===== config.mk =====
export PLATFORM = sky130hd
export DESIGN_NAME = time_of_day_clock
export DESIGN_NICKNAME = d
export VERILOG_FILES = /design/src/tod_pkg.sv /design/src/tod_alu.sv /design/src/time_of_day_clock.sv
export SDC_FILE = /design/constraint.sdc
export NUM_CORES = 1
export LEC_CHECK = 0
export ABC_CLOCK_PERIOD_IN_PS = 7400
export BUFFER_PORTS_ARGS = -buffer_cell sky130_fd_sc_hd__clkbuf_2
export CORE_MARGIN = 1.5
export CORE_UTILIZATION = 58
export CTS_CLUSTER_DIAMETER = 50
export DETAILED_ROUTE_END_ITERATION = 10
export MAX_ROUTING_LAYER = met4
export PLACE_DENSITY = 0.85
export SLEW_MARGIN = 20
export SYNTH_ARGS = -nofsm -noshare
export SYNTH_HDL_FRONTEND = slang
export SYNTH_SLANG_ARGS = --single-unit

===== constraint.sdc =====
create_clock -name clk_i -period 7.4 [get_ports clk_i]
set_input_delay 0.74 -clock clk_i [delete_from_list [all_inputs] [get_ports clk_i]]
set_output_delay 0.74 -clock clk_i [all_outputs]
set_load 0.01 [all_outputs]

===== src/tod_pkg.sv =====
// Shared types and constants for the time-of-day clock.
// Used by tod_alu and time_of_day_clock; no dependencies.
package tod_pkg;

  localparam int unsigned HourW = 5;
  localparam int unsigned MinW  = 6;
  localparam int unsigned SecW  = 6;

  localparam logic [HourW-1:0] HourMax    = 5'd23;
  localparam logic [HourW-1:0] HoursDay   = 5'd24;
  localparam logic [MinW-1:0]  MinMax     = 6'd59;
  localparam logic [MinW-1:0]  SecMax     = 6'd59;
  localparam logic [MinW-1:0]  Sixty      = 6'd60;
  localparam logic [HourW-1:0] DinnerHr0  = 5'd20;
  localparam logic [HourW-1:0] DinnerHr1  = 5'd22;
  localparam logic [MinW-1:0]  DinnerMin0 = 6'd30;
  localparam logic [HourW-1:0] LateHr     = 5'd23;
  localparam logic [HourW-1:0] EarlyHr    = 5'd6;

  typedef enum logic [1:0] {
    OP_TICK = 2'd0,
    OP_SET  = 2'd1,
    OP_CMP  = 2'd2
  } op_e;

  typedef enum logic [1:0] {
    ORD_LATER   = 2'd0,
    ORD_EARLIER = 2'd1,
    ORD_EQUAL   = 2'd2
  } order_e;

  typedef struct packed {
    logic [SecW-1:0]  seconds;
    logic [MinW-1:0]  minutes;
    logic [HourW-1:0] hours;
  } tod_t;

  // packed so that hours land in the lowest bits of tdata
  typedef struct packed {
    logic   late_window;
    logic   dinner_window;
    order_e order;
    tod_t   delta;
    tod_t   left;
    tod_t   cur;
  } res_t;

endpackage


===== src/tod_alu.sv =====
// Single-pass step logic: next stored time and the result word for one item.
// Depends on tod_pkg.
module tod_alu (
  input  tod_pkg::op_e  op_i,
  input  tod_pkg::tod_t arg_i,
  input  tod_pkg::tod_t cur_i,
  output tod_pkg::tod_t nxt_o,
  output tod_pkg::res_t res_o
);
  import tod_pkg::*;

  tod_t             q;
  tod_t             delta;
  order_e           ord;
  logic [SecW:0]    ds_raw;
  logic [MinW:0]    dm_raw;
  logic [HourW:0]   dh_raw;
  logic             bs, bm;
  logic [MinW:0]    m_adj;
  logic             ls_b, lm_b;
  tod_t             left;
  tod_t             nxt;
  logic             dinner, late;
  tod_t             out_delta;
  order_e           out_ord;

  // query fields out of range read as zero
  always_comb begin
    q.hours   = (arg_i.hours   > HourMax) ? '0 : arg_i.hours;
    q.minutes = (arg_i.minutes > MinMax)  ? '0 : arg_i.minutes;
    q.seconds = (arg_i.seconds > SecMax)  ? '0 : arg_i.seconds;
  end

  // stored minus query with borrows, mod 24 h
  always_comb begin
    ds_raw = {1'b0, cur_i.seconds} - {1'b0, q.seconds};
    bs     = ds_raw[SecW];
    dm_raw = {1'b0, cur_i.minutes} - {1'b0, q.minutes} - {{MinW{1'b0}}, bs};
    bm     = dm_raw[MinW];
    dh_raw = {1'b0, cur_i.hours} - {1'b0, q.hours} - {{HourW{1'b0}}, bm};
    delta.seconds = bs ? ds_raw[SecW-1:0] + Sixty : ds_raw[SecW-1:0];
    delta.minutes = bm ? dm_raw[MinW-1:0] + Sixty : dm_raw[MinW-1:0];
    delta.hours   = dh_raw[HourW] ? dh_raw[HourW-1:0] + HoursDay : dh_raw[HourW-1:0];
    if ({cur_i.hours, cur_i.minutes, cur_i.seconds} > {q.hours, q.minutes, q.seconds}) begin
      ord = ORD_LATER;
    end else if ({cur_i.hours, cur_i.minutes, cur_i.seconds} <
                 {q.hours, q.minutes, q.seconds}) begin
      ord = ORD_EARLIER;
    end else begin
      ord = ORD_EQUAL;
    end
  end

  always_comb begin
    nxt       = cur_i;
    out_delta = '0;
    out_ord   = ORD_EQUAL;
    case (op_i)
      OP_TICK: begin
        if (cur_i.seconds == SecMax) begin
          nxt.seconds = '0;
          if (cur_i.minutes == MinMax) begin
            nxt.minutes = '0;
            nxt.hours   = (cur_i.hours == HourMax) ? '0 : cur_i.hours + 5'd1;
          end else begin
            nxt.minutes = cur_i.minutes + 6'd1;
          end
        end else begin
          nxt.seconds = cur_i.seconds + 6'd1;
        end
      end
      OP_SET: begin
        if (arg_i.hours   <= HourMax) nxt.hours   = arg_i.hours;
        if (arg_i.minutes <= MinMax)  nxt.minutes = arg_i.minutes;
        if (arg_i.seconds <= SecMax)  nxt.seconds = arg_i.seconds;
      end
      OP_CMP: begin
        out_delta = delta;
        out_ord   = ord;
      end
      default: ;
    endcase
  end

  // 24:00:00 minus the new time; midnight itself reads as zero
  always_comb begin
    ls_b  = (nxt.seconds != '0);
    m_adj = {1'b0, nxt.minutes} + {{MinW{1'b0}}, ls_b};
    lm_b  = (m_adj != '0);
    left.seconds = ls_b ? Sixty - nxt.seconds : '0;
    left.minutes = lm_b ? Sixty - m_adj[MinW-1:0] : '0;
    left.hours   = HoursDay - nxt.hours - {{(HourW-1){1'b0}}, lm_b};
    if (nxt == '0) left = '0;
  end

  always_comb begin
    dinner = (nxt.hours >= DinnerHr0) && (nxt.hours <= DinnerHr1) &&
             !((nxt.hours == DinnerHr0) && (nxt.minutes < DinnerMin0)) &&
             !((nxt.hours == DinnerHr1) && (nxt.minutes != '0));
    late   = !((nxt.hours < LateHr) && (nxt.hours > EarlyHr)) &&
             !((nxt.hours == EarlyHr) && ((nxt.minutes != '0) || (nxt.seconds != '0)));
  end

  assign nxt_o               = nxt;
  assign res_o.cur           = nxt;
  assign res_o.left          = left;
  assign res_o.delta         = out_delta;
  assign res_o.order         = out_ord;
  assign res_o.dinner_window = dinner;
  assign res_o.late_window   = late;

endmodule


===== src/time_of_day_clock.sv =====
// Top level of the 24-hour time-of-day clock: input register, step logic, result register.
// Depends on tod_pkg and tod_alu.
//
// Usage:
//   Input stream: s_axis_tuser carries the opcode (tick, set, compare),
//   s_axis_tdata the hours/minutes/seconds operand. Each accepted word
//   produces exactly one result word on the m_axis stream: the time after
//   the step, time left to midnight, the compare delta and order, and the
//   dinner and late window flags.
//   Path: an accepted word sits in the input register, then the step logic
//   loads the result register once the output side can take it.
//   Throughput: one word per cycle while m_axis_tready is high; the stored time is
//   updated as a word leaves the input register, so the next word sees it with no gap.
//   Reset: the time is 00:00:00 and both stages are empty.
//   Stall: while m_axis_tready is low the result holds; one more word can
//   still be taken into the input register, after which s_axis_tready drops.
module time_of_day_clock (
  input  logic        clk_i,
  input  logic        rst_ni,
  input  logic        s_axis_tvalid,
  output logic        s_axis_tready,
  input  logic [23:0] s_axis_tdata,   // arg_hours[4:0], arg_minutes[10:5], arg_seconds[16:11], 0
  input  logic [1:0]  s_axis_tuser,   // opcode[1:0]
  output logic        m_axis_tvalid,
  input  logic        m_axis_tready,
  output logic [55:0] m_axis_tdata    // cur h/m/s [16:0], left h/m/s [33:17],
                                      // delta h/m/s [50:34], order [52:51],
                                      // dinner_window [53], late_window [54], 0
);
  import tod_pkg::*;

  logic  s1_valid_q;
  op_e   op_q;
  tod_t  arg_q;
  logic  out_valid_q;
  res_t  res_q;
  tod_t  time_q;

  tod_t  time_d;
  res_t  res_d;
  logic  out_ready;
  logic  s1_fire;
  logic  in_fire;

  assign out_ready     = !out_valid_q || m_axis_tready;
  assign s1_fire       = s1_valid_q && out_ready;
  assign s_axis_tready = !s1_valid_q || out_ready;
  assign in_fire       = s_axis_tvalid && s_axis_tready;

  tod_alu u_alu (
    .op_i  (op_q),
    .arg_i (arg_q),
    .cur_i (time_q),
    .nxt_o (time_d),
    .res_o (res_d)
  );

  always_ff @(posedge clk_i or negedge rst_ni) begin
    if (!rst_ni) begin
      s1_valid_q  <= 1'b0;
      out_valid_q <= 1'b0;
      time_q      <= '0;
    end else begin
      if (s_axis_tready) s1_valid_q <= s_axis_tvalid;
      if (out_ready) out_valid_q <= s1_valid_q;
      if (s1_fire) time_q <= time_d;
    end
  end

  always_ff @(posedge clk_i) begin
    if (in_fire) begin
      op_q          <= op_e'(s_axis_tuser);
      arg_q.hours   <= s_axis_tdata[4:0];
      arg_q.minutes <= s_axis_tdata[10:5];
      arg_q.seconds <= s_axis_tdata[16:11];
    end
    if (s1_fire) res_q <= res_d;
  end

  assign m_axis_tvalid = out_valid_q;
  assign m_axis_tdata  = {1'b0,
                          res_q.late_window, res_q.dinner_window, res_q.order,
                          res_q.delta.seconds, res_q.delta.minutes, res_q.delta.hours,
                          res_q.left.seconds, res_q.left.minutes, res_q.left.hours,
                          res_q.cur.seconds, res_q.cur.minutes, res_q.cur.hours};

`ifndef SYNTHESIS
  a_time_valid: assert property (@(posedge clk_i) disable iff (!rst_ni)
    (time_q.hours <= HourMax) && (time_q.minutes <= MinMax) && (time_q.seconds <= SecMax))
    else $error("stored time out of range");

  a_tick_moves: assert property (@(posedge clk_i) disable iff (!rst_ni)
    (s1_fire && (op_q == OP_TICK)) |=> (time_q != $past(time_q)))
    else $error("tick did not advance the time");

  a_equal_no_delta: assert property (@(posedge clk_i) disable iff (!rst_ni)
    (out_valid_q && (res_q.order == ORD_EQUAL)) |-> (res_q.delta == '0))
    else $error("equal order with nonzero delta");

  a_left_zero: assert property (@(posedge clk_i) disable iff (!rst_ni)
    out_valid_q |-> ((res_q.left == '0) == (res_q.cur == '0)))
    else $error("time left to midnight inconsistent with current time");
`endif

endmodule

-- Yosys cells after proc, flatten, opt, wreduce, memory -nomap -nowiden
Cells that the tools add are included.
- word-level logic and storage cells: 106
- output and inout port bits: 58
- register bits after elaboration: 93
- order comparisons: 13
- bitwise logic cells: 3
- add/sub/neg operators: 16
- eq/ne operators: 8
- mux-type cells: 17
- reductions and logical operators: 27
- operator list (kind ; count):
    two-way mux 6 bit ; 8
    one-hot mux 17 bit (2 select lines) ; 1
    two-way mux 5 bit ; 5
    greater-than comparator 17 bit ; 1
    zero test 17 bit ; 1
    < comparator 17 bit ; 1
    equality test 5 bit, second input constant ; 3
    subtractor 6 x 6 -> 7 bit ; 2
    adder 6 x 1 -> 6 bit, second input constant ; 2
    adder 6 bit, second input constant ; 2
    equality test 6 bit, second input constant ; 2
    greater-than comparator 6 bit, second input constant ; 2
    <= comparator 6 bit, second input constant ; 2
    nonzero test 6 bit ; 2
    subtractor 6 bit, first input constant ; 2
    two-way mux 11 bit ; 1
    <= comparator 5 bit, second input constant ; 2
    logical AND 1 bit ; 10
    adder 6 x 1 -> 7 bit ; 1
    nonzero test 7 bit ; 1
    subtractor 7 x 1 -> 7 bit ; 1
    zero test 1 bit ; 6
    < comparator 6 x 5 -> 1 bit, second input constant ; 1
    OR reduction 2 bit ; 3
    other kinds (17) ; 22

-- Longest topological paths before layout
Gate-level depths: netlist (run 1).
- depth after elaboration: 10
- mapped depth: 25
- depth with buffers taken out: 25

-- Cells and area by module
A second synthesis (run 1) with hierarchy kept.
- cells, all modules: 575
- area, all modules: 6147.1 um^2
- modules (own cells, without submodules) (module ; instances ; cells an instance ; area an instance (um^2)):
    tod_alu ; 1 ; 455 ; 3136.8
    time_of_day_clock ; 1 ; 120 ; 3010.4

-- Least setup slack after synthesis (run 1)
No wires, ideal clock.
- path type: flip-flop to flip-flop
- start: register arg_q[16] (netlist bit)
- end: register res_q (netlist bit m_axis_tdata[37]), data pin
- stages on the path, launching flop included: 25
- slack: 2.177 ns
- arrival: 4.962 ns
- cell sequence: edfxtp_1 > nand4_2 > and2_1 > ha_1 > fa_1 > o21ai_0 > a21o_1 > a21o_1 > fa_1 > inv_1 > fa_1 > nand2_1 > a21oi_1 > o21bai_1 > a21oi_1 > xor2_1 > fa_1 > ha_1 > o21ai_0 > nand3b_1 > xor2_1 > o22a_1 > o22ai_1 > xnor2_1 > nor2_1
- cells in the longest elaborated chain, start to end: 7
- RTL lines (what ; RTL line ; source):
    start: declaration ; time_of_day_clock.sv:34 ; tod_t arg_q;
    greater-than comparator 6 bit ; tod_alu.sv:31 ; q.seconds = (arg_i.seconds > SecMax) ? '0 : arg_i.seconds;
    two-way mux 6 bit (*) ; tod_alu.sv:31 ;
    subtractor 6 x 6 -> 7 bit (*) ; tod_alu.sv:36 ; ds_raw = {1'b0, cur_i.seconds} - {1'b0, q.seconds};
    subtractor 7 x 1 -> 7 bit (*) ; tod_alu.sv:38 ; dm_raw = {1'b0, cur_i.minutes} - {1'b0, q.minutes} - {{MinW{1'b0}}, bs};
    subtractor 6 x 1 -> 6 bit (*) ; tod_alu.sv:40 ; dh_raw = {1'b0, cur_i.hours} - {1'b0, q.hours} - {{HourW{1'b0}}, bm};
    adder 5 bit ; tod_alu.sv:43 ; delta.hours = dh_raw[HourW] ? dh_raw[HourW-1:0] + HoursDay : dh_raw[HourW-1:0];
    two-way mux 5 bit (*) ; tod_alu.sv:43 ;
    end signal: assignment ; time_of_day_clock.sv:77 ; if (s1_fire) res_q <= res_d;
    end: declaration ; time_of_day_clock.sv:36 ; res_t res_q;
Every way passes the cells marked *; elsewhere a longest branch is shown, timed or not.
A chain may end at the register's enable or synchronous reset.

-- Final worst setup path (run 1)
Ends and elaborated chain as after synthesis.

==> impl_results.md, run 1 <==
* Status: completed
* RSZ-0062 raised after global routing: no
* Pins over their slew limit at 0
* LEAKAGE at 2.96 nW
* Setup Fix Bufs, Post-CTS at 0
* Root Driver: clkbuf_8
* Crit path kind: flip-flop to flip-flop
* Post-route setup TNS at 0 ps
* I/O Buffers at 79
* Register-to-Register Path Depth at 24
* Met3 usage at 5.19%
* Pre-antenna DRT Iters at 5
* Fillers at 813
* Top post-synthesis cells by area: edfxtp_1, ha_1, dfrtp_1, inv_1, xnor2_1
* Overall routing resource usage at 26.0%
* Met1 Resource Use GR at 31.1%
* Worst Setup End Kind: flip-flop
* Fmax at 0.167 GHz
* Routed wire per std cell at 16.0 um
* # Max-Cap Violations at 0
* Total Routed Length at 13,000 um
* Final period utilization at 80.8%
* CORE AREA at 10,200 um^2
* Initial antenna violation count at 0
* Area grow syn2layout at 11.0%
* Clock transition at path regs at 90 ps
* Fin. Hold Viols at 0
* Synthesized Nets at 687
* Worst-Margin Slew at 958 ps
* RR Startpoint: arg_q[16]
* Clk_lat worst skew at 380 ps
* Residual DRC at 0
* Reg2reg end: m_axis_tdata[37]
* Seq cells post-synth at 93
* Final setup violation count at 0
* First-pass GRT wire length at 21,900 um
* Drt initial violations at 295
* Async S/R FF share, synth at 20.4%
* CP Data Required Time at 7520 ps
* Avg Vias per Cell at 5.75
* Synth warnings at 0
* Critical Path End: m_axis_tdata[37]
* PD cells at 305 nW/um^2
* Share of the synthesized area in the top cell type at 36.6%
* Die area at 11,100 um^2
* Clock skew at 15.4 ps
* Share of cells above drive strength 1 at 18.1%
* Die Wd at 105 um
* Distinct cells, synth at 76
* Vias at 4,678
* Worst-path fanout max at 8
* VDD IR max at 175 uV
* Cts repair resizes at 0
* Power after layout at 2.06 mW
* Period minus WS final at 5980 ps
* Vias in the first global route at 4,569
* I/O Pins at 88
* Mean Syn Cell Area at 10.1 um^2
* Largest net degree at the start of global routing at 41
* Post-route ant nets at 0
* Mapped Area at 6070 um^2
* Top_reg_cell synth: edfxtp_1
* # diodes at 0
* CP arrival at 6100 ps
* Gate Count Post-Synth at 600
* Leading area contributor after synthesis: edfxtp_1
* Post-synthesis sequential area ratio at 44.5%
* Worst slew margin at 36.1%
* CTS Buf Count at 9
* Final #Nets at 760
* Number of clock sinks at 93
* Die Y at 105 um
* Hold Crit Class: input pin to asynchronous set/reset pin
* Maximum clock path buffer count at 2
* GRT overflow at 0
* Row count at 37
* Worst Setup SP: arg_q[16]
* Initial Util at 59.3%
* CTS Hold Buffers Added at 0
* CTS H-tree depth at 3
* Hpwl dp at 9870 um
* CTS tree: built
* Worst Setup Start Kind: flip-flop
* Worst reg2reg setup slack at 1420 ps
* Final GP Congestion at 0.894
* Met2 Track Usage GR at 43.4%
* Gr busiest metal: met2
* EDFF count, synth at 74
placed cells by master, fill, tap and decap left out, types with 10 or more instances in the layout:
| master | synthesis | routed |
|---|---|---|
| nand2b_1 | 10 | 10 |
| xor2_1 | 12 | 12 |
| a21o_1 | 10 | 10 |
| nor2_1 | 45 | 45 |
| nand2_1 | 50 | 50 |
| ha_1 | 52 | 52 |
| nand3_1 | 17 | 17 |
| edfxtp_1 | 74 | 74 |
| o21ai_0 | 32 | 32 |
| a21oi_1 | 29 | 29 |
| clkbuf_2 | 0 | 79 |
| dfrtp_1 | 19 | 19 |
| xnor2_1 | 23 | 23 |
| inv_1 | 61 | 60 |
power breakdown:
group	switching (mW)	internal, mW
Combinational	0.539	0.404
Sequential	0.102	0.700
Clock	0.169	0.142
sequential cells by signal, summed over array words and instances, names as in the netlist:
| register | count |
|---|---|
| arg_q | 17 |
| s1_valid_q | 1 |
| op_q | 2 |
| m_axis_tdata | 55 |
| m_axis_tvalid | 1 |
| time_q | 17 |
cell type report:
class | instances | area [um^2] | area share, %
multi-input combinational | 424 | 3030 | 45.0
sequential | 93 | 2700 | 40.0
timing repair buffer | 83 | 425 | 6.31
inverter | 62 | 233 | 3.45
tap | 136 | 170 | 2.53
clock buffer | 13 | 160 | 2.38
clock inverter | 3 | 20.0 | 0.297
worst min-delay path by stage:
stage                          start       endpoint  slack [ps]
after floorplan               rst_ni  m_axis_tvalid         440
after global placement    s1_valid_q  m_axis_tvalid         480
after detailed placement  s1_valid_q  m_axis_tvalid         490
after CTS                     rst_ni  m_axis_tvalid         300
after global routing          rst_ni  m_axis_tvalid         340
final                         rst_ni      time_q[0]         300
layer usage:
layer	wire (um)	vias up	part of all wire, %
met3	635	22	4.9
met2	6650	130	51
met5	0	-	0
met4	229	0	1.8
li1	-	2293	-
met1	5490	2233	42
cell families (layout without fill, tap and decap cells):
group	count (synthesis)	in the layout	share of synthesized area, %
flops	93	93	44.5
mux	5	5	0.887
fa+ha+maj	57	57	12.4
xor+xnor	35	35	5.05
simple gates	200	200	17.6
other cells	1	1	0.0618
compound gates	126	126	13.9
buf+inv	83	161	5.59
synth_stat cells, drive strengths merged (11+ instances only):
library cell and number:
nand3 17, nand2 51, dfrtp 19, a21oi 30
edfxtp 74, xor2 12, inv 61, ha 52
nor2 51, xnor2 23, buf 11, o21ai 34
critical path, stage by stage, from the launching register on:
cell,delay (ps)
edfxtp_1,480
nand4_2,260
and2_1,240
ha_1,210
fa_1,410
o21ai_0,320
a21o_1,170
a21o_1,210
fa_1,230
inv_1,60
fa_1,390
nand2_1,80
a21oi_1,90
o21bai_1,140
a21oi_1,100
xor2_1,450
fa_1,540
ha_1,200
o21ai_0,190
nand3b_1,160
xor2_1,200
o22a_1,220
o22ai_1,170
xnor2_1,140
nor2_1,50
per-stage QoR:
stage / instance area (um^2) / hold WS [ps] / instances / utilization [%] / setup slack, ps
after floorplan: 6070 / 444 / 600 / - / 2180
after global placement: 6560 / 476 / 798 / 64.1 / 1790
after detailed placement: 6560 / 490 / 798 / 64.1 / 1440
after CTS: 6740 / 302 / 814 / 65.9 / 1440
after global routing: 6740 / 335 / 814 / 65.9 / 1030
final: 6740 / 302 / 814 / 65.9 / 1420
Power figures use the tool's default switching activity.
==> inputs of run 2 (changes only) <==
--- a/config.mk
+++ b/config.mk
@@ -5,14 +5,14 @@
 export SDC_FILE = /design/constraint.sdc
 export NUM_CORES = 1
 export LEC_CHECK = 0
-export ABC_CLOCK_PERIOD_IN_PS = 7400
+export ABC_CLOCK_PERIOD_IN_PS = 4900
 export BUFFER_PORTS_ARGS = -buffer_cell sky130_fd_sc_hd__clkbuf_2
 export CORE_MARGIN = 1.5
-export CORE_UTILIZATION = 58
+export CORE_UTILIZATION = 53
 export CTS_CLUSTER_DIAMETER = 50
 export DETAILED_ROUTE_END_ITERATION = 10
 export MAX_ROUTING_LAYER = met4
-export PLACE_DENSITY = 0.85
+export PLACE_DENSITY = 0.82
 export SLEW_MARGIN = 20
 export SYNTH_ARGS = -nofsm -noshare
 export SYNTH_HDL_FRONTEND = slang
==> constraint.sdc (replaced) <==
create_clock -name clk_i -period 4.9 [get_ports clk_i]
set_input_delay 0.49 -clock clk_i [delete_from_list [all_inputs] [get_ports clk_i]]
set_output_delay 0.49 -clock clk_i [all_outputs]
set_load 0.01 [all_outputs]
==> impl_results.md, run 2 (synthesis results as in run 1) <==
* Status: finished with violations (was completed)
* Failing checks: setup timing
* Post-route setup TNS at -174 ps (was 0 ps)
* Worst slew margin at 34.9% (was 36.1%)
* Pre-antenna DRT Iters at 5 (unchanged)
* Clock skew at 11.0 ps (was 15.4 ps)
* Area grow syn2layout at 19.6% (was 11.0%)
* Most frequent cells in the layout: clkbuf_2, edfxtp_1, inv_1, ha_1, nand2_1 (unchanged)
* Post-route ant nets at 0 (unchanged)
* Largest net degree at the start of global routing at 44 (was 41)
* Number of clock sinks at 93 (unchanged)
* Share of cells above drive strength 1 at 26.1% (was 18.1%)
* Hold Crit Class: input pin to asynchronous set/reset pin (unchanged)
* Multi-input gate area at 3130 um^2 (was 3030 um^2)
* RSZ-0062 raised after global routing: yes (was no)
* Crit path kind: flip-flop to flip-flop (unchanged)
* Vias at 4,979 (was 4,678)
* CTS Buf Count at 9 (unchanged)
* Seq pwr share at 32.2% (was 39.0%)
* Final period utilization at 102% (was 80.8%)
* LEAKAGE at 3.23 nW (was 2.96 nW)
* Residual DRC at 0 (unchanged)
* Worst-path fanout max at 3 (was 8)
* Pins over their slew limit at 0 (unchanged)
* Fin. Hold Viols at 0 (unchanged)
* Maximum clock path buffer count at 2 (unchanged)
* Register area at 2700 um^2 (unchanged)
* Clock transition at path regs at 70 ps (was 90 ps)
* Comb pwr share at 49.6% (was 45.8%)
* Final setup violation count at 2 (was 0)
* Cell-internal power at 2.23 mW (was 1.25 mW)
* Fmax at 0.200 GHz (was 0.167 GHz)
* CORE AREA at 11,000 um^2 (was 10,200 um^2)
* Overall routing resource usage at 26.1% (was 26.0%)
* Initial antenna violation count at 0 (unchanged)
* GRT overflow at 0 (unchanged)
* Vias in the first global route at 4,905 (was 4,569)
* Routed wire per std cell at 16.9 um (was 16.0 um)
* RR Startpoint: arg_q[16] (unchanged)
* Final #Nets at 803 (was 760)
* Die Y at 110 um (was 105 um)
* First-pass GRT wire length at 23,300 um (was 21,900 um)
* Worst reg2reg setup slack at -110 ps (was 1420 ps)
* Worst-Margin Slew at 975 ps (was 958 ps)
* Switching share of power at 38.6% (was 39.4%)
* Clk_lat worst skew at 350 ps (was 380 ps)
* Avg Vias per Cell at 5.78 (was 5.75)
* Switching pwr at 1.40 mW (was 0.810 mW)
* PnR worst setup slack at -107 ps (was 1420 ps)
* Die Wd at 110 um (was 105 um)
* Fillers at 842 (was 813)
* Power after layout at 3.63 mW (was 2.06 mW)
* Register-to-Register Path Depth at 25 (was 24)
* CP Data Required Time at 4980 ps (was 7520 ps)
* Initial Util at 55.3% (was 59.3%)
* # Max-Cap Violations at 0 (unchanged)
* Worst Setup End Kind: flip-flop (unchanged)
* I/O Pins at 88 (unchanged)
* Worst Setup Start Kind: flip-flop (unchanged)
* Row count at 38 (was 37)
* CP arrival at 5080 ps (was 6100 ps)
* CTS H-tree depth at 3 (unchanged)
* Most common cell after layout, fill and taps aside: clkbuf_2 (unchanged)
* Max reg flops at 55 (unchanged)
* Hpwl dp at 10,800 um (was 9870 um)
* PD cells at 501 nW/um^2 (was 305 nW/um^2)
* Root Driver: clkbuf_16 (was clkbuf_8)
* # diodes at 0 (unchanged)
* VDD IR max at 317 uV (was 175 uV)
* Clock group share of total power at 18.2% (was 15.2%)
* Final GP Congestion at 0.917 (was 0.894)
* Die area at 12,100 um^2 (was 11,100 um^2)
* Period minus WS final at 5010 ps (was 5980 ps)
* Reg2reg end: m_axis_tdata[37] (unchanged)
* Drt initial violations at 426 (was 295)
* CTS tree: built (unchanged)
* I/O Buffers at 79 (unchanged)
* Total Routed Length at 14,600 um (was 13,000 um)
run 2: how the worst max path moves through the flow:
stage / start / endpoint / slack, ps / depth (start not counted)
2_1_floorplan: arg_q[16] / m_axis_tdata[37] / -20 / 25
3_3_place_gp: arg_q[15] / m_axis_tdata[37] / 50 / 25
3_5_place_dp: arg_q[15] / m_axis_tdata[37] / -200 / 25
4_1_cts: arg_q[16] / m_axis_tdata[37] / -60 / 25
5_1_grt: arg_q[16] / m_axis_tdata[37] / -320 / 25
6_report: arg_q[16] / m_axis_tdata[37] / -110 / 25
run 2: layout make-up:
class | count | area share (%)
Sequential cell | 93 | 37.2
Inverter | 62 | 3.21
Clock inverter | 6 | 0.620
Clock buffer | 10 | 3.15
Timing Repair Buffer | 126 | 10.4
Tap cell | 140 | 2.41
Multi-Input combinational cell | 424 | 43.0
run 2: metrics by stage:
step           instance area (um^2)  setup WS [ps]  instances  hold slack, ps  utilization (%)
2_1_floorplan                  6110          -17.6        600             194                -
3_3_place_gp                   6790           47.1        826             460             61.8
3_5_place_dp                   6790           -200        826             468             61.8
4_1_cts                        7200          -61.3        856            88.6             65.6
5_1_grt                        7260           -323        861             118             66.1
6_report                       7260           -107        861            85.8             66.1
run 2: critical path, stage by stage, from the launching register on:
cell and delay (ps):
edfxtp_1 420, nand4_4 120, and2_4 170, ha_4 160, fa_2 370, o21ai_2 160
a21o_1 160, a21o_1 160, fa_2 220, inv_2 40, fa_2 340, nand2_2 90
a21oi_4 60, o21bai_1 170, a21oi_2 90, xor2_2 160, fa_1 560, inv_1 60
ha_2 180, o21ai_2 120, nand3b_1 130, xor2_1 200, o22a_1 220, o22ai_2 160
xnor2_1 140, nor2_1 70
run 2: power groups by stage:
stage	Sequential (mW)	Combinational [mW]	Clock [mW]
after floorplan	1.22	1.09	0
after global placement	1.18	1.52	0
after detailed placement	1.19	1.61	0
after CTS	1.17	1.74	0.671
after global routing	1.19	1.99	0.705
final	1.17	1.80	0.660
run 2: layer usage:
metal  vias to the layer above  GRT usage [%]  share of wire [%]  wire length [um]
li1                       2387              -                  -                 -
met1                      2407           31.9                 42              6080
met2                       158           43.5                 51              7500
met3                        27           3.47                4.5               658
met4                         0           11.5                2.3               334
met5                         -              -                  0                 0
run 2: what timing repair did:
item / 4_1_cts / 5_1_grt
endpoints found under the hold margin: 0 / 0
pin swaps: 18 / 15
gates resized for setup: 10 / 4
endpoints found under the setup margin: 2 / 3
setup buffers: 14 / 5
hold buffers: 0 / 0
==> inputs of run 3 (changes only) <==
--- a/config.mk
+++ b/config.mk
@@ -5,6 +5,7 @@
 export SDC_FILE = /design/constraint.sdc
 export NUM_CORES = 1
 export LEC_CHECK = 0
+export ABC_AREA = 1
 export ABC_CLOCK_PERIOD_IN_PS = 4900
 export BUFFER_PORTS_ARGS = -buffer_cell sky130_fd_sc_hd__clkbuf_2
 export CORE_MARGIN = 1.5
==> impl_results.md, run 3 <==
* Status: completed (was finished with violations)
* Number of clock sinks at 93 (unchanged)
* Fin. Hold Viols at 0 (unchanged)
* EDFF count, synth at 74 (unchanged)
* Post-route ant nets at 0 (unchanged)
* Final setup violation count at 0 (was 2)
* Crit path kind: flip-flop to flip-flop (unchanged)
* Drt initial violations at 294 (was 426)
* CTS H-tree depth at 3 (unchanged)
* Worst path slowest cell: fa_1 (unchanged)
* Vias in the first global route at 4,883 (was 4,905)
* I/O Buffers at 79 (unchanged)
* Total Routed Length at 14,300 um (was 14,600 um)
* Final period utilization at 99.8% (was 102%)
* Avg Vias per Cell at 5.42 (was 5.78)
* Top_reg_cell synth: edfxtp_1 (unchanged)
* Placed instance count at 938 (was 826)
* Final #Nets at 905 (was 803)
* VDD IR max at 472 uV (was 317 uV)
* CP arrival at 4990 ps (was 5080 ps)
* Cell with the most instances after synthesis: nand2_1 (was edfxtp_1)
* Top post-synthesis cells by area: edfxtp_1, ha_1, nand2_1, dfrtp_1, inv_1 (was edfxtp_1, ha_1, dfrtp_1, inv_1, xnor2_1)
* # diodes at 0 (unchanged)
* Max reg flops at 55 (unchanged)
* Worst Setup Start Kind: flip-flop (unchanged)
* CORE AREA at 11,500 um^2 (was 11,000 um^2)
* Residual DRC at 0 (unchanged)
* Area grow syn2layout at 18.4% (was 19.6%)
* Mean Syn Cell Area at 8.86 um^2 (was 10.1 um^2)
* Hold Crit Class: input pin to asynchronous set/reset pin (unchanged)
* Slowest Stage Delay on Critical Path at 520 ps (was 560 ps)
* Worst Setup End Kind: flip-flop (unchanged)
* RSZ-0062 raised after global routing: yes (unchanged)
* Placed cell area at 6920 um^2 (was 6790 um^2)
* Clk_lat worst skew at 360 ps (was 350 ps)
* Fmax at 0.204 GHz (was 0.200 GHz)
* Most frequent cells in the layout: nand2_1, inv_1, clkbuf_2, edfxtp_1, nor2_1 (was clkbuf_2, edfxtp_1, inv_1, ha_1, nand2_1)
* Commonest cells in the netlist: nand2_1, inv_1, edfxtp_1 (was edfxtp_1, inv_1, ha_1)
* PD cells at 567 nW/um^2 (was 501 nW/um^2)
* Gate Count Post-Synth at 705 (was 600)
* # Max-Cap Violations at 0 (unchanged)
* Maximum clock path buffer count at 2 (unchanged)
* Most common cell after layout, fill and taps aside: nand2_1 (was clkbuf_2)
* Top cell by count, worst path: nand2_1 (was fa_2)
* Die area at 12,400 um^2 (was 12,100 um^2)
* Distinct cells, synth at 51 (was 76)
* Die Y at 112 um (was 110 um)
* Hpwl dp at 10,600 um (was 10,800 um)
* CTS Buf Count at 9 (unchanged)
* Mapped Area at 6250 um^2 (was 6070 um^2)
* Vias at 5,232 (was 4,979)
* Share of cells above drive strength 1 at 26.6% (was 26.1%)
* Pre-antenna DRT Iters at 5 (unchanged)
* Post-route setup TNS at 0 ps (was -174 ps)
* CTS tree: built (unchanged)
* Post-layout utilization of the core at 64.5% (was 66.1%)
* Power after layout at 4.19 mW (was 3.63 mW)
* First-pass GRT wire length at 23,500 um (was 23,300 um)
* Share of the synthesized area in the top cell type at 35.6% (was 36.6%)
* Routed wire per std cell at 14.8 um (was 16.9 um)
* Worst slew margin at 31.1% (was 34.9%)
* Post-synthesis sequential area ratio at 43.2% (was 44.5%)
* CP Data Required Time at 5000 ps (was 4980 ps)
* I/O Pins at 88 (unchanged)
* Worst-path fanout max at 4 (was 3)
* Period minus WS final at 4890 ps (was 5010 ps)
* Synthesized Nets at 792 (was 687)
* Initial Util at 54.5% (was 55.3%)
* Overall routing resource usage at 24.5% (was 26.1%)
* Pre-CTS setup slack at -211 ps (was -200 ps)
* Row count at 39 (was 38)
* Synth warnings at 0 (unchanged)
* Worst hold slack at 98.7 ps (was 85.8 ps)
* Clock skew at 9.18 ps (was 11.0 ps)
* Seq cells post-synth at 93 (unchanged)
* Worst-Margin Slew at 1030 ps (was 975 ps)
* PnR worst setup slack at 9.56 ps (was -107 ps)
* Async S/R FF share, synth at 20.4% (unchanged)
* Largest net degree at the start of global routing at 52 (was 44)
* Final GP Congestion at 0.924 (was 0.917)
* GRT overflow at 0 (unchanged)
* Layout Cells excl Fill at 966 (was 861)
* Leading area contributor after synthesis: edfxtp_1 (unchanged)
* Worst reg2reg setup slack at 10 ps (was -110 ps)
* Initial antenna violation count at 0 (unchanged)
* CTS Hold Buffers Added at 0 (unchanged)
* Die Wd at 112 um (was 110 um)
* Clock transition at path regs at 60 ps (was 70 ps)
* Post-route design area at 7400 um^2 (was 7260 um^2)
* LEAKAGE at 3.53 nW (was 3.23 nW)
* Pins over their slew limit at 0 (unchanged)
* Root Driver: clkbuf_16 (unchanged)
run 3: changes by cell type after synthesis, moves of 17 or more:
cell     before  now
nand3_1      17   41
inv_1        61   97
nand2_1      50  137
xnor2_1      23    6
nor2_1       45   62
run 3: cell families after synthesis:
| logic type | synth area share (%) |
|---|---|
| AO/OA/AOI/OAI | 9.77 |
| XOR/XNOR | 2.66 |
| adder cells (fa/ha/maj) | 12.0 |
| buffers and inverters | 7.71 |
| flip-flops | 43.2 |
| other | 0.0600 |
| AND/OR/NAND/NOR | 24.6 |
run 3: worst max-delay path, delay by kind of cell, from the launching register on:
kind	cells	cell delay (ps)
xor gates and xnor gates	2	360
buffers and inverters	4	320
and+or+nand+nor	9	810
adders and majority gates	5	1440
DFF	1	440
AOI/OAI and AO/OA	10	1280
run 3: power breakdown:
part           internal (mW)  switching, mW  leakage [nW]
Combinational          0.916           1.29          2.44
Clock                  0.396          0.287         0.135
Sequential              1.13          0.169         0.956
Total                   2.44           1.75          3.53
run 3: layout make-up:
| class | instances | area (um^2) |
|---|---|---|
| clock buffer | 14 | 244 |
| clock inverter | 2 | 35.0 |
| fill | 917 | 4070 |
| inverter | 108 | 417 |
| multi-input combinational | 494 | 3180 |
| sequential | 93 | 2700 |
| tap | 143 | 179 |
| timing repair buffer | 112 | 647 |
run 3: final timing paths:
kind                                 startpoint               end  cells past startpoint
worst max-delay path                  arg_q[16]  m_axis_tdata[38]                     30
worst min-delay path                     rst_ni     m_axis_tvalid                      1
worst max register to register        arg_q[16]  m_axis_tdata[38]                     30
worst min register to register    m_axis_tvalid     m_axis_tvalid                      2
max in group asynchronous                rst_ni         time_q[4]                      1
min in group clk_i              s_axis_tdata[0]          arg_q[0]                      1
run 3: routing by layer:
metal	up-vias	share of wire [%]	global-route usage (%)
met1	2453	43	30.4
met2	185	50	40.8
li1	2573	-	-
met3	21	6.1	5.77
met4	0	1.5	6.33
met5	-	0	-
run 3: repair_timing:
action | CTS | global route
pin swaps | 15 | 23
endpoints found under the setup margin | 2 | 2
setup buffers | 6 | 6
gates resized for setup | 16 | 14
endpoints found under the hold margin | 0 | 0
